## src/hdl/nps_pkg.sv

```systemverilog
package nps_pkg;

    // Capacity of the process table.
    localparam int MAX_PROCESSES = 16;

    // Width of a table index and of a count that can hold MAX_PROCESSES itself.
    localparam int IDX_W = (MAX_PROCESSES > 1) ? $clog2(MAX_PROCESSES) : 1;
    localparam int CNT_W = $clog2(MAX_PROCESSES + 1);

    // Field widths of the input and result beats.
    localparam int PRIO_W = 8;
    localparam int ARR_W  = 16;
    localparam int BURST_W = 16;
    localparam int PIDX_W = 5;
    localparam int TIME_W = 22;
    localparam int SUM_W  = 27;

    localparam int IN_DATA_W  = 40;
    localparam int OUT_DATA_W = 152;

    // Commands from the controller to the datapath.
    typedef struct packed {
        logic load;        // store the accepted beat
        logic scan_start;  // clear the best candidates and rewind the scan
        logic scan_step;   // compare one table entry
        logic pick;        // latch the chosen process
        logic emit_idle;   // send an idle gap record and move the clock
        logic calc;        // completion and waiting time of the pick
        logic sum;         // turnaround and running wait sum
        logic emit_run;    // send the run record
        logic clear;       // drop the set after its final record
    } t_cmd;

    // Status from the datapath to the controller.
    typedef struct packed {
        logic scan_last;   // the scan is at the last loaded entry
        logic gap;         // the chosen process arrives after the clock
        logic out_free;    // the result register can take a record
        logic pick_last;   // the current pick is the last of the set
    } t_sts;

endpackage

```

## src/hdl/nonpreemptive_priority_scheduler.sv

```systemverilog
// Loading takes one beat per cycle; s_axis_tready is high while the block loads.
// The beat with tlast starts scheduling: for each of the stored processes the
// block scans the whole table, then steps through pick, calc, sum and emit, so
// the next load starts only after the final record is sent, plus any output stall.
// Reset (i_rst_n low, synchronous) empties the set and drops any pending record.
module nonpreemptive_priority_scheduler (
    input  logic                               i_clk,
    input  logic                               i_rst_n,
    // Process beats.
    input  logic                               s_axis_tvalid,
    output logic                               s_axis_tready,
    // tdata fields from bit 0 up: priority_number, arrival_time, burst_time.
    input  logic [nps_pkg::IN_DATA_W-1:0]      s_axis_tdata,
    input  logic                               s_axis_tlast,   // last_process
    // Schedule records.
    output logic                               m_axis_tvalid,
    input  logic                               m_axis_tready,
    // tdata fields from bit 0 up: process_index, start_time, completion_time,
    // turnaround, waiting, total_waiting, total_turnaround, zero padding.
    output logic [nps_pkg::OUT_DATA_W-1:0]     m_axis_tdata,
    output logic                               m_axis_tuser,   // is_idle
    output logic                               m_axis_tlast    // final_record
);

    nps_pkg::t_cmd cmd;
    nps_pkg::t_sts sts;

    logic [nps_pkg::PIDX_W-1:0] process_index;
    logic [nps_pkg::TIME_W-1:0] start_time;
    logic [nps_pkg::TIME_W-1:0] completion_time;
    logic [nps_pkg::TIME_W-1:0] turnaround;
    logic [nps_pkg::TIME_W-1:0] waiting;
    logic [nps_pkg::SUM_W-1:0]  total_waiting;
    logic [nps_pkg::SUM_W-1:0]  total_turnaround;

    // The controller sequences load, scan, pick, and the two arithmetic steps;
    // it holds off the next scan until the result register frees up.
    nps_ctrl u_ctrl (
        .i_clk      (i_clk),
        .i_rst_n    (i_rst_n),
        .i_in_valid (s_axis_tvalid),
        .i_in_last  (s_axis_tlast),
        .i_sts      (sts),
        .o_cmd      (cmd),
        .o_in_ready (s_axis_tready)
    );

    // The datapath holds the process table, the scan candidates, the clock,
    // the running sums and the result register.
    nps_dp u_dp (
        .i_clk              (i_clk),
        .i_rst_n            (i_rst_n),
        .i_cmd              (cmd),
        .o_sts              (sts),
        .i_priority_number  (s_axis_tdata[7:0]),
        .i_arrival_time     (s_axis_tdata[23:8]),
        .i_burst_time       (s_axis_tdata[39:24]),
        .i_out_ready        (m_axis_tready),
        .o_out_valid        (m_axis_tvalid),
        .o_is_idle          (m_axis_tuser),
        .o_process_index    (process_index),
        .o_start_time       (start_time),
        .o_completion_time  (completion_time),
        .o_turnaround       (turnaround),
        .o_waiting          (waiting),
        .o_total_waiting    (total_waiting),
        .o_total_turnaround (total_turnaround),
        .o_final_record     (m_axis_tlast)
    );

    // Pack the record fields, lowest field first, padded to whole bytes.
    assign m_axis_tdata = {5'b0, total_turnaround, total_waiting, waiting,
                           turnaround, completion_time, start_time, process_index};

endmodule

```

## src/hdl/nps_ctrl.sv

```systemverilog
module nps_ctrl (
    input  logic          i_clk,
    input  logic          i_rst_n,
    input  logic          i_in_valid,
    input  logic          i_in_last,
    input  nps_pkg::t_sts i_sts,
    output nps_pkg::t_cmd o_cmd,
    output logic          o_in_ready
);

    typedef enum logic [2:0] {
        ST_LOAD,
        ST_SCAN,
        ST_PICK,
        ST_CALC,
        ST_SUM,
        ST_EMIT
    } t_state;

    t_state r_state;
    t_state n_state;
    logic   in_acc;

    assign o_in_ready = (r_state == ST_LOAD);
    assign in_acc     = i_in_valid && o_in_ready;

    always_comb begin
        o_cmd   = '0;
        n_state = r_state;
        unique case (r_state)
            ST_LOAD: begin
                o_cmd.load       = in_acc;
                o_cmd.scan_start = in_acc && i_in_last;
                if (in_acc && i_in_last) begin
                    n_state = ST_SCAN;
                end
            end
            ST_SCAN: begin
                o_cmd.scan_step = 1'b1;
                if (i_sts.scan_last) begin
                    n_state = ST_PICK;
                end
            end
            ST_PICK: begin
                o_cmd.pick      = 1'b1;
                o_cmd.emit_idle = i_sts.gap && i_sts.out_free;
                if (!i_sts.gap || i_sts.out_free) begin
                    n_state = ST_CALC;
                end
            end
            ST_CALC: begin
                o_cmd.calc = 1'b1;
                n_state    = ST_SUM;
            end
            ST_SUM: begin
                o_cmd.sum = 1'b1;
                n_state   = ST_EMIT;
            end
            ST_EMIT: begin
                if (i_sts.out_free) begin
                    o_cmd.emit_run = 1'b1;
                    if (i_sts.pick_last) begin
                        o_cmd.clear = 1'b1;
                        n_state     = ST_LOAD;
                    end else begin
                        o_cmd.scan_start = 1'b1;
                        n_state          = ST_SCAN;
                    end
                end
            end
            default: begin
                n_state = ST_LOAD;
            end
        endcase
    end

    always_ff @(posedge i_clk) begin
        if (!i_rst_n) begin
            r_state <= ST_LOAD;
        end else begin
            r_state <= n_state;
        end
    end

endmodule

```

## src/hdl/nps_dp.sv

```systemverilog
module nps_dp (
    input  logic                          i_clk,
    input  logic                          i_rst_n,
    input  nps_pkg::t_cmd                 i_cmd,
    output nps_pkg::t_sts                 o_sts,
    input  logic [nps_pkg::PRIO_W-1:0]    i_priority_number,
    input  logic [nps_pkg::ARR_W-1:0]     i_arrival_time,
    input  logic [nps_pkg::BURST_W-1:0]   i_burst_time,
    input  logic                          i_out_ready,
    output logic                          o_out_valid,
    output logic                          o_is_idle,
    output logic [nps_pkg::PIDX_W-1:0]    o_process_index,
    output logic [nps_pkg::TIME_W-1:0]    o_start_time,
    output logic [nps_pkg::TIME_W-1:0]    o_completion_time,
    output logic [nps_pkg::TIME_W-1:0]    o_turnaround,
    output logic [nps_pkg::TIME_W-1:0]    o_waiting,
    output logic [nps_pkg::SUM_W-1:0]     o_total_waiting,
    output logic [nps_pkg::SUM_W-1:0]     o_total_turnaround,
    output logic                          o_final_record
);

    // Process table; entries at or above the load count are never read.
    logic [nps_pkg::PRIO_W-1:0]  r_prio  [nps_pkg::MAX_PROCESSES];
    logic [nps_pkg::ARR_W-1:0]   r_arr   [nps_pkg::MAX_PROCESSES];
    logic [nps_pkg::BURST_W-1:0] r_burst [nps_pkg::MAX_PROCESSES];
    logic [nps_pkg::MAX_PROCESSES-1:0] r_done;

    logic [nps_pkg::CNT_W-1:0]  r_count;
    logic [nps_pkg::CNT_W-1:0]  r_picks;
    logic [nps_pkg::IDX_W-1:0]  r_scan;
    logic [nps_pkg::TIME_W-1:0] r_time;
    logic [nps_pkg::SUM_W-1:0]  r_wsum;
    logic [nps_pkg::SUM_W-1:0]  r_tsum;

    // Best ready candidate: priority, then arrival, then lowest index.
    logic                        r_rdy_found;
    logic [nps_pkg::PRIO_W-1:0]  r_rdy_prio;
    logic [nps_pkg::ARR_W-1:0]   r_rdy_arr;
    logic [nps_pkg::BURST_W-1:0] r_rdy_burst;
    logic [nps_pkg::IDX_W-1:0]   r_rdy_idx;

    // Best candidate overall when nothing is ready: arrival, then priority.
    logic                        r_fb_found;
    logic [nps_pkg::PRIO_W-1:0]  r_fb_prio;
    logic [nps_pkg::ARR_W-1:0]   r_fb_arr;
    logic [nps_pkg::BURST_W-1:0] r_fb_burst;
    logic [nps_pkg::IDX_W-1:0]   r_fb_idx;

    logic [nps_pkg::ARR_W-1:0]   r_sel_arr;
    logic [nps_pkg::BURST_W-1:0] r_sel_burst;
    logic [nps_pkg::IDX_W-1:0]   r_sel_idx;

    logic [nps_pkg::TIME_W-1:0] r_run_start;
    logic [nps_pkg::TIME_W-1:0] r_run_done;
    logic [nps_pkg::TIME_W-1:0] r_run_wt;
    logic [nps_pkg::TIME_W-1:0] r_run_tat;

    logic                        r_ov;

    logic [nps_pkg::PRIO_W-1:0]  e_prio;
    logic [nps_pkg::ARR_W-1:0]   e_arr;
    logic [nps_pkg::BURST_W-1:0] e_burst;
    logic                        e_done;
    logic                        e_ready;
    logic                        rdy_better;
    logic                        fb_better;
    logic [nps_pkg::ARR_W-1:0]   c_arr;
    logic [nps_pkg::BURST_W-1:0] c_burst;
    logic [nps_pkg::IDX_W-1:0]   c_idx;
    logic [nps_pkg::SUM_W-1:0]   tsum_next;

    assign e_prio  = r_prio[r_scan];
    assign e_arr   = r_arr[r_scan];
    assign e_burst = r_burst[r_scan];
    assign e_done  = r_done[r_scan];
    assign e_ready = (nps_pkg::TIME_W'(e_arr) <= r_time);

    assign rdy_better = !e_done && e_ready &&
        (!r_rdy_found || (e_prio < r_rdy_prio) ||
         ((e_prio == r_rdy_prio) && (e_arr < r_rdy_arr)));
    assign fb_better = !e_done &&
        (!r_fb_found || (e_arr < r_fb_arr) ||
         ((e_arr == r_fb_arr) && (e_prio < r_fb_prio)));

    // Choice after a full scan.
    assign c_arr   = r_rdy_found ? r_rdy_arr   : r_fb_arr;
    assign c_burst = r_rdy_found ? r_rdy_burst : r_fb_burst;
    assign c_idx   = r_rdy_found ? r_rdy_idx   : r_fb_idx;

    assign tsum_next = r_tsum + nps_pkg::SUM_W'(r_run_tat);

    assign o_sts.scan_last = (nps_pkg::CNT_W'(r_scan) == (r_count - 1'b1));
    assign o_sts.gap       = (nps_pkg::TIME_W'(c_arr) > r_time);
    assign o_sts.out_free  = !r_ov || i_out_ready;
    assign o_sts.pick_last = (r_picks == (r_count - 1'b1));

    assign o_out_valid = r_ov;

    // Table writes; payload only, no reset.
    always_ff @(posedge i_clk) begin
        if (i_cmd.load && (r_count < nps_pkg::CNT_W'(nps_pkg::MAX_PROCESSES))) begin
            r_prio[r_count[nps_pkg::IDX_W-1:0]]  <= i_priority_number;
            r_arr[r_count[nps_pkg::IDX_W-1:0]]   <= i_arrival_time;
            r_burst[r_count[nps_pkg::IDX_W-1:0]] <= i_burst_time;
        end
    end

    // Control and scheduling state.
    always_ff @(posedge i_clk) begin
        if (!i_rst_n) begin
            r_done      <= '0;
            r_count     <= '0;
            r_picks     <= '0;
            r_scan      <= '0;
            r_time      <= '0;
            r_wsum      <= '0;
            r_tsum      <= '0;
            r_rdy_found <= 1'b0;
            r_fb_found  <= 1'b0;
            r_ov        <= 1'b0;
        end else begin
            if (i_cmd.load && (r_count < nps_pkg::CNT_W'(nps_pkg::MAX_PROCESSES))) begin
                r_count <= r_count + 1'b1;
            end
            if (i_cmd.scan_start) begin
                r_scan      <= '0;
                r_rdy_found <= 1'b0;
                r_fb_found  <= 1'b0;
            end
            if (i_cmd.scan_step) begin
                r_scan <= r_scan + 1'b1;
                if (rdy_better) begin
                    r_rdy_found <= 1'b1;
                end
                if (fb_better) begin
                    r_fb_found <= 1'b1;
                end
            end
            if (i_cmd.emit_idle) begin
                r_time <= nps_pkg::TIME_W'(c_arr);
            end
            if (i_cmd.calc) begin
                r_done[r_sel_idx] <= 1'b1;
            end
            if (i_cmd.sum) begin
                r_wsum <= r_wsum + nps_pkg::SUM_W'(r_run_wt);
            end
            if (i_cmd.emit_run) begin
                r_time  <= r_run_done;
                r_tsum  <= tsum_next;
                r_picks <= r_picks + 1'b1;
            end
            if (i_cmd.clear) begin
                r_done  <= '0;
                r_count <= '0;
                r_picks <= '0;
                r_time  <= '0;
                r_wsum  <= '0;
                r_tsum  <= '0;
            end
            if (i_cmd.emit_idle || i_cmd.emit_run) begin
                r_ov <= 1'b1;
            end else if (i_out_ready) begin
                r_ov <= 1'b0;
            end
        end
    end

    // Candidate, selection and arithmetic payload registers.
    always_ff @(posedge i_clk) begin
        if (i_cmd.scan_step && rdy_better) begin
            r_rdy_prio  <= e_prio;
            r_rdy_arr   <= e_arr;
            r_rdy_burst <= e_burst;
            r_rdy_idx   <= r_scan;
        end
        if (i_cmd.scan_step && fb_better) begin
            r_fb_prio  <= e_prio;
            r_fb_arr   <= e_arr;
            r_fb_burst <= e_burst;
            r_fb_idx   <= r_scan;
        end
        if (i_cmd.pick) begin
            r_sel_arr   <= c_arr;
            r_sel_burst <= c_burst;
            r_sel_idx   <= c_idx;
        end
        if (i_cmd.calc) begin
            // Waiting time equals start minus arrival.
            r_run_start <= r_time;
            r_run_done  <= r_time + nps_pkg::TIME_W'(r_sel_burst);
            r_run_wt    <= r_time - nps_pkg::TIME_W'(r_sel_arr);
        end
        if (i_cmd.sum) begin
            r_run_tat <= r_run_done - nps_pkg::TIME_W'(r_sel_arr);
        end
    end

    // Result register.
    always_ff @(posedge i_clk) begin
        if (i_cmd.emit_idle) begin
            o_is_idle          <= 1'b1;
            o_process_index    <= '0;
            o_start_time       <= r_time;
            o_completion_time  <= nps_pkg::TIME_W'(c_arr);
            o_turnaround       <= '0;
            o_waiting          <= '0;
            o_total_waiting    <= '0;
            o_total_turnaround <= '0;
            o_final_record     <= 1'b0;
        end else if (i_cmd.emit_run) begin
            o_is_idle          <= 1'b0;
            o_process_index    <= nps_pkg::PIDX_W'(r_sel_idx);
            o_start_time       <= r_run_start;
            o_completion_time  <= r_run_done;
            o_turnaround       <= r_run_tat;
            o_waiting          <= r_run_wt;
            o_total_waiting    <= o_sts.pick_last ? r_wsum : '0;
            o_total_turnaround <= o_sts.pick_last ? tsum_next : '0;
            o_final_record     <= o_sts.pick_last;
        end
    end

endmodule
```

## config.mk

```make
export PLATFORM = sky130hd
export DESIGN_NAME = nonpreemptive_priority_scheduler
export DESIGN_NICKNAME = d
export VERILOG_FILES = /design/src/hdl/nps_pkg.sv /design/src/hdl/nonpreemptive_priority_scheduler.sv /design/src/hdl/nps_ctrl.sv /design/src/hdl/nps_dp.sv
export SDC_FILE = /design/constraint.sdc
export NUM_CORES = 1
export LEC_CHECK = 0
export BUFFER_PORTS_ARGS = -buffer_cell sky130_fd_sc_hd__clkbuf_2
export CORE_AREA = 4 4 348 350
export DETAILED_ROUTE_END_ITERATION = 16
export DIE_AREA = 0 0 352 354
export GPL_TIMING_DRIVEN = 0
export PLACE_DENSITY = 0.55
export REMOVE_ABC_BUFFERS = 1
export SLEW_MARGIN = 30
export SYNTH_ARGS = -nofsm -noshare
export SYNTH_HDL_FRONTEND = slang
export SYNTH_SLANG_ARGS = --single-unit
```

## constraint.sdc

```tcl
create_clock -name i_clk -period 5.75 [get_ports i_clk]
set_input_delay 0.575 -clock i_clk [delete_from_list [all_inputs] [get_ports i_clk]]
set_output_delay 0.575 -clock i_clk [all_outputs]
set_load 0.05 [all_outputs]
```

==> reports/results.txt <==
Area Overhead vs Synth: 18.05%
Setup crit end kind: register
Slew headroom: 37.64%
Post-synthesis sequential area ratio: 66.48%
GR Overflow Total: 0
Register Area: 0.03127 mm2
Synthesized flop and latch total: 1,116
Sequential fraction of design power: 48.3%
Final Skew: 0.05660 ns
Final cell utilization of the core: 47.12%
Fraction of the mapped netlist area in simple logic gates: 6.704%
Routed WL: 114,100 um
CTS Sinks: 1,116
Sw power: 0.004781 W
Clock share of power: 39.3%
Lkg Pwr: 19.53 nW
Antenna Violating Nets Remaining: 0
Period utilisation layout: 92.10%
Drt pass-1 iters: 7
Fraction of registers with async set/reset: 0%
Worst-Margin Slew: 0.9334 ns
Max Clk Rate: 188.8 MHz
Final net count: 3,679
Setup crit start kind: register
Inserted Clock Buffers: 114
Syn Inst Count: 3,152
CTS tree: built
Via Count: 27,006
Die footprint: 0.1246 mm2
Synth Cell Area: 0.04701 mm2
Post-synthesis compound-gate area fraction: 7.032%
Ys flop type: edfxtp_1
Routability congestion estimate: 0.8311
Global-route wire length before repair: 172,200 um
Mean Syn Cell Area: 14.91 um2
Largest family of logic cells by synthesized area: multiplexers
Multi-input logic area: 0.01489 mm2
Final setup viols: 0
CP max stage delay: 0.59 ns
Boundary pin count: 201
Post-route DRC: 0
Clock root buffer: clkbuf_16
Worst Path Arrival: 5.70 ns
Htree depth: 3
Pins Over Slew Limit: 0
Switching Share: 24.95%
Internal power: 0.01438 W
Die Span Y: 354 um
Share of cells above drive strength 1: 21.57%
YS warnings: 0
Adder-cell share of the synthesized area: 4.924%
Critical Path RT: 6.16 ns
RSZ-0062 raised after global routing: no
Clk_lat worst skew: 0.72 ns
Min-Delay Path Class: in -> reg
Initial Utilization: 39.92%
Core Area: 0.1178 mm2
Combinational power share: 12.4%
Power Density: 345.3 mW/mm2
Die W: 352 um
Status: complete, no violations
Max_cap viols: 0
Vias per cell: 5.304
Worst setup margin: 0.4540 ns
# fillers: 10,191
Initial antenna violation count: 8
Initial drt markers: 2,111
FP Rows: 126
Minimum clock period: 5.296 ns
Wire length per cell: 22.40 um
Xor/xnor cell area share of the yosys netlist: 2.143%
Total Power: 0.01916 W
PortBufs: 194
VDD IR max: 290.2 uV
Final hold vios: 0
Synth cell types: 73
Post-Place Setup Slack: 0.1491 ns
Worst-path clk slew: 0.06 ns
Critical Path Fanout Max: 30
Maximum clock path buffer count: 3
Crit Path Category: reg -> reg
Crit-path cells: buf_12 -> buf_12 -> buf_12 -> buf_16 -> mux4_2 -> mux4_2 -> ha_1 -> a2111oi_0 -> nand4_1 -> a31oi_1 -> o21ai_0 -> nor2_1 -> nor3_1 -> nor2_4 -> buf_16 -> buf_16
Number of global-route vias before repair: 26,957
GRT Util Overall: 18.09%
Slowest CP cell: mux4_2
Number of flops mapped to enable cells by yosys: 890
Multiplexer area fraction after synthesis: 10.45%
Dpl hpwl: 79,790 um
Largest net degree at the start of global routing: 55
[cell usage after synthesis, drive strengths merged (7+ instances only)]
cell type	number	area [um2]
or3	8	50.05
o21bai	13	97.59
mux2	21	236.5
nor4	10	62.56
edfxtp	890	26730
nor2b	30	187.7
and3	9	56.30
a21oi	179	895.9
a31oi	31	193.9
nor2	167	626.9
and2	7	43.79
nand2	351	1318
a22oi	18	135.1
dfxtp	226	4524
ha	177	2215
inv	128	480.5
xor2	35	306.5
a22o	35	306.5
mux4	205	4617
nand3	43	215.2
nand2b	21	138.9
a2111oi	8	97.59
nor3	33	165.2
nand4	20	125.1
o21a	18	135.1
a21o	45	337.8
clkbuf	101	379.1
o21ai	100	500.5
a211oi	16	125.1
xnor2	80	700.7
o211ai	10	75.07
buf	37	200.2
[worst paths after layout]
path / slack, ns / startpoint / endpoint / depth (start not counted)
max: 0.45 / register / u_dp.r_rdy_burst[15] / 16
min: 0.25 / s_axis_tdata[3] / u_dp.r_prio[0][3] / 1
max reg2reg: 0.45 / register / u_dp.r_rdy_burst[15] / 16
min reg2reg: 0.45 / u_dp.o_is_idle / u_dp.o_is_idle / 2
[cells in the final DEF, fill, tap and decap left out, types with 43 or more instances in the layout]
| master | count |
|---|---|
| a21oi_1 | 179 |
| clkbuf_16 | 120 |
| nor2_1 | 151 |
| a21o_1 | 45 |
| inv_1 | 125 |
| xnor2_1 | 80 |
| o21ai_0 | 91 |
| buf_16 | 50 |
| edfxtp_1 | 890 |
| nand3_1 | 43 |
| clkbuf_2 | 194 |
| ha_1 | 177 |
| dfxtp_1 | 221 |
| mux4_2 | 205 |
| nand2_1 | 347 |
| buf_4 | 59 |
[cell type report]
type,instances,area share [%]
clock inverter,71,1.351
sequential,1116,56.35
multi-input combinational,1774,26.84
tap,1536,3.463
antenna,4,0.01804
inverter,129,0.8816
timing repair buffer,317,5.477
clock buffer,145,5.623
[flip-flops by register name (all words and copies together), names as in the netlist, 22 cells and up, named ones only]
register and flops:
u_dp.o_total_waiting 27, u_dp.o_completion_time 22, u_dp.r_burst 256, u_dp.r_prio 128, u_dp.o_start_time 22, u_dp.r_run_tat 22
u_dp.o_total_turnaround 27, u_dp.o_turnaround 22, u_dp.r_arr 256, u_dp.r_wsum 27, u_dp.o_waiting 22, u_dp.r_time 22
u_dp.r_tsum 27, u_dp.r_run_done 22, u_dp.r_run_start 22, u_dp.r_run_wt 22
[routing by layer]
metal,track usage (%),vias up,wire (um)
li1,-,12593,-
met1,25.37,13589,51640
met2,29.24,661,53740
met3,3.560,159,6229
met4,4.185,4,2432
met5,0,-,32
[worst max-delay path, delay by kind of cell (launching register included)]
family | cells | cell delay [ns]
multiplexers | 2 | 1.12
flip-flops | 1 | 0.45
AND/OR/NAND/NOR | 4 | 0.89
adder cells (fa/ha/maj) | 1 | 0.28
buffers and inverters | 6 | 1.47
AO/OA/AOI/OAI | 3 | 0.66
[through the flow]
| step | cell area, um2 | TNS (ns) | cells | hold WS (ns) |
|---|---|---|---|---|
| 6_report | 55490 | 0 | 5092 | 0.2505 |
| 4_1_cts | 55460 | 0 | 5086 | 0.1963 |
| 5_1_grt | 55490 | 0 | 5089 | 0.2312 |
| 3_3_place_gp | 49340 | -6668.25 | 4749 | 0.4315 |
| 3_5_place_dp | 51590 | 0 | 4870 | 0.4370 |
| 2_1_floorplan | 46450 | -1986.39 | 3019 | 0.4315 |
[repair_timing]
| item | in CTS | in global routing |
|---|---|---|
| setup endpoints to repair | 0 | 16 |
| gates resized for setup | 0 | 0 |
| hold endpoints to repair | 0 | 0 |
| setup buffers | 0 | 2 |
| hold buffers | 0 | 0 |
[power groups by stage]
stage,combinational (W),sequential [W],clock [W]
3_5_place_dp,0.00239,0.00943,0
3_3_place_gp,0.00226,0.00959,0
5_1_grt,0.00260,0.00928,0.00809
6_report,0.00237,0.00926,0.00753
2_1_floorplan,0.00136,0.00969,0
4_1_cts,0.00240,0.00926,0.00771
[cell families (layout without fill, tap and decap cells)]
kind of cell,Yosys count,in the layout
xor+xnor,115,115
fa+ha+maj,182,182
flops,1116,1116
buf+inv,267,662
simple gates,721,721
other cells,1,10
compound gates,518,518
mux,232,232
Power figures use the tool's default switching activity.
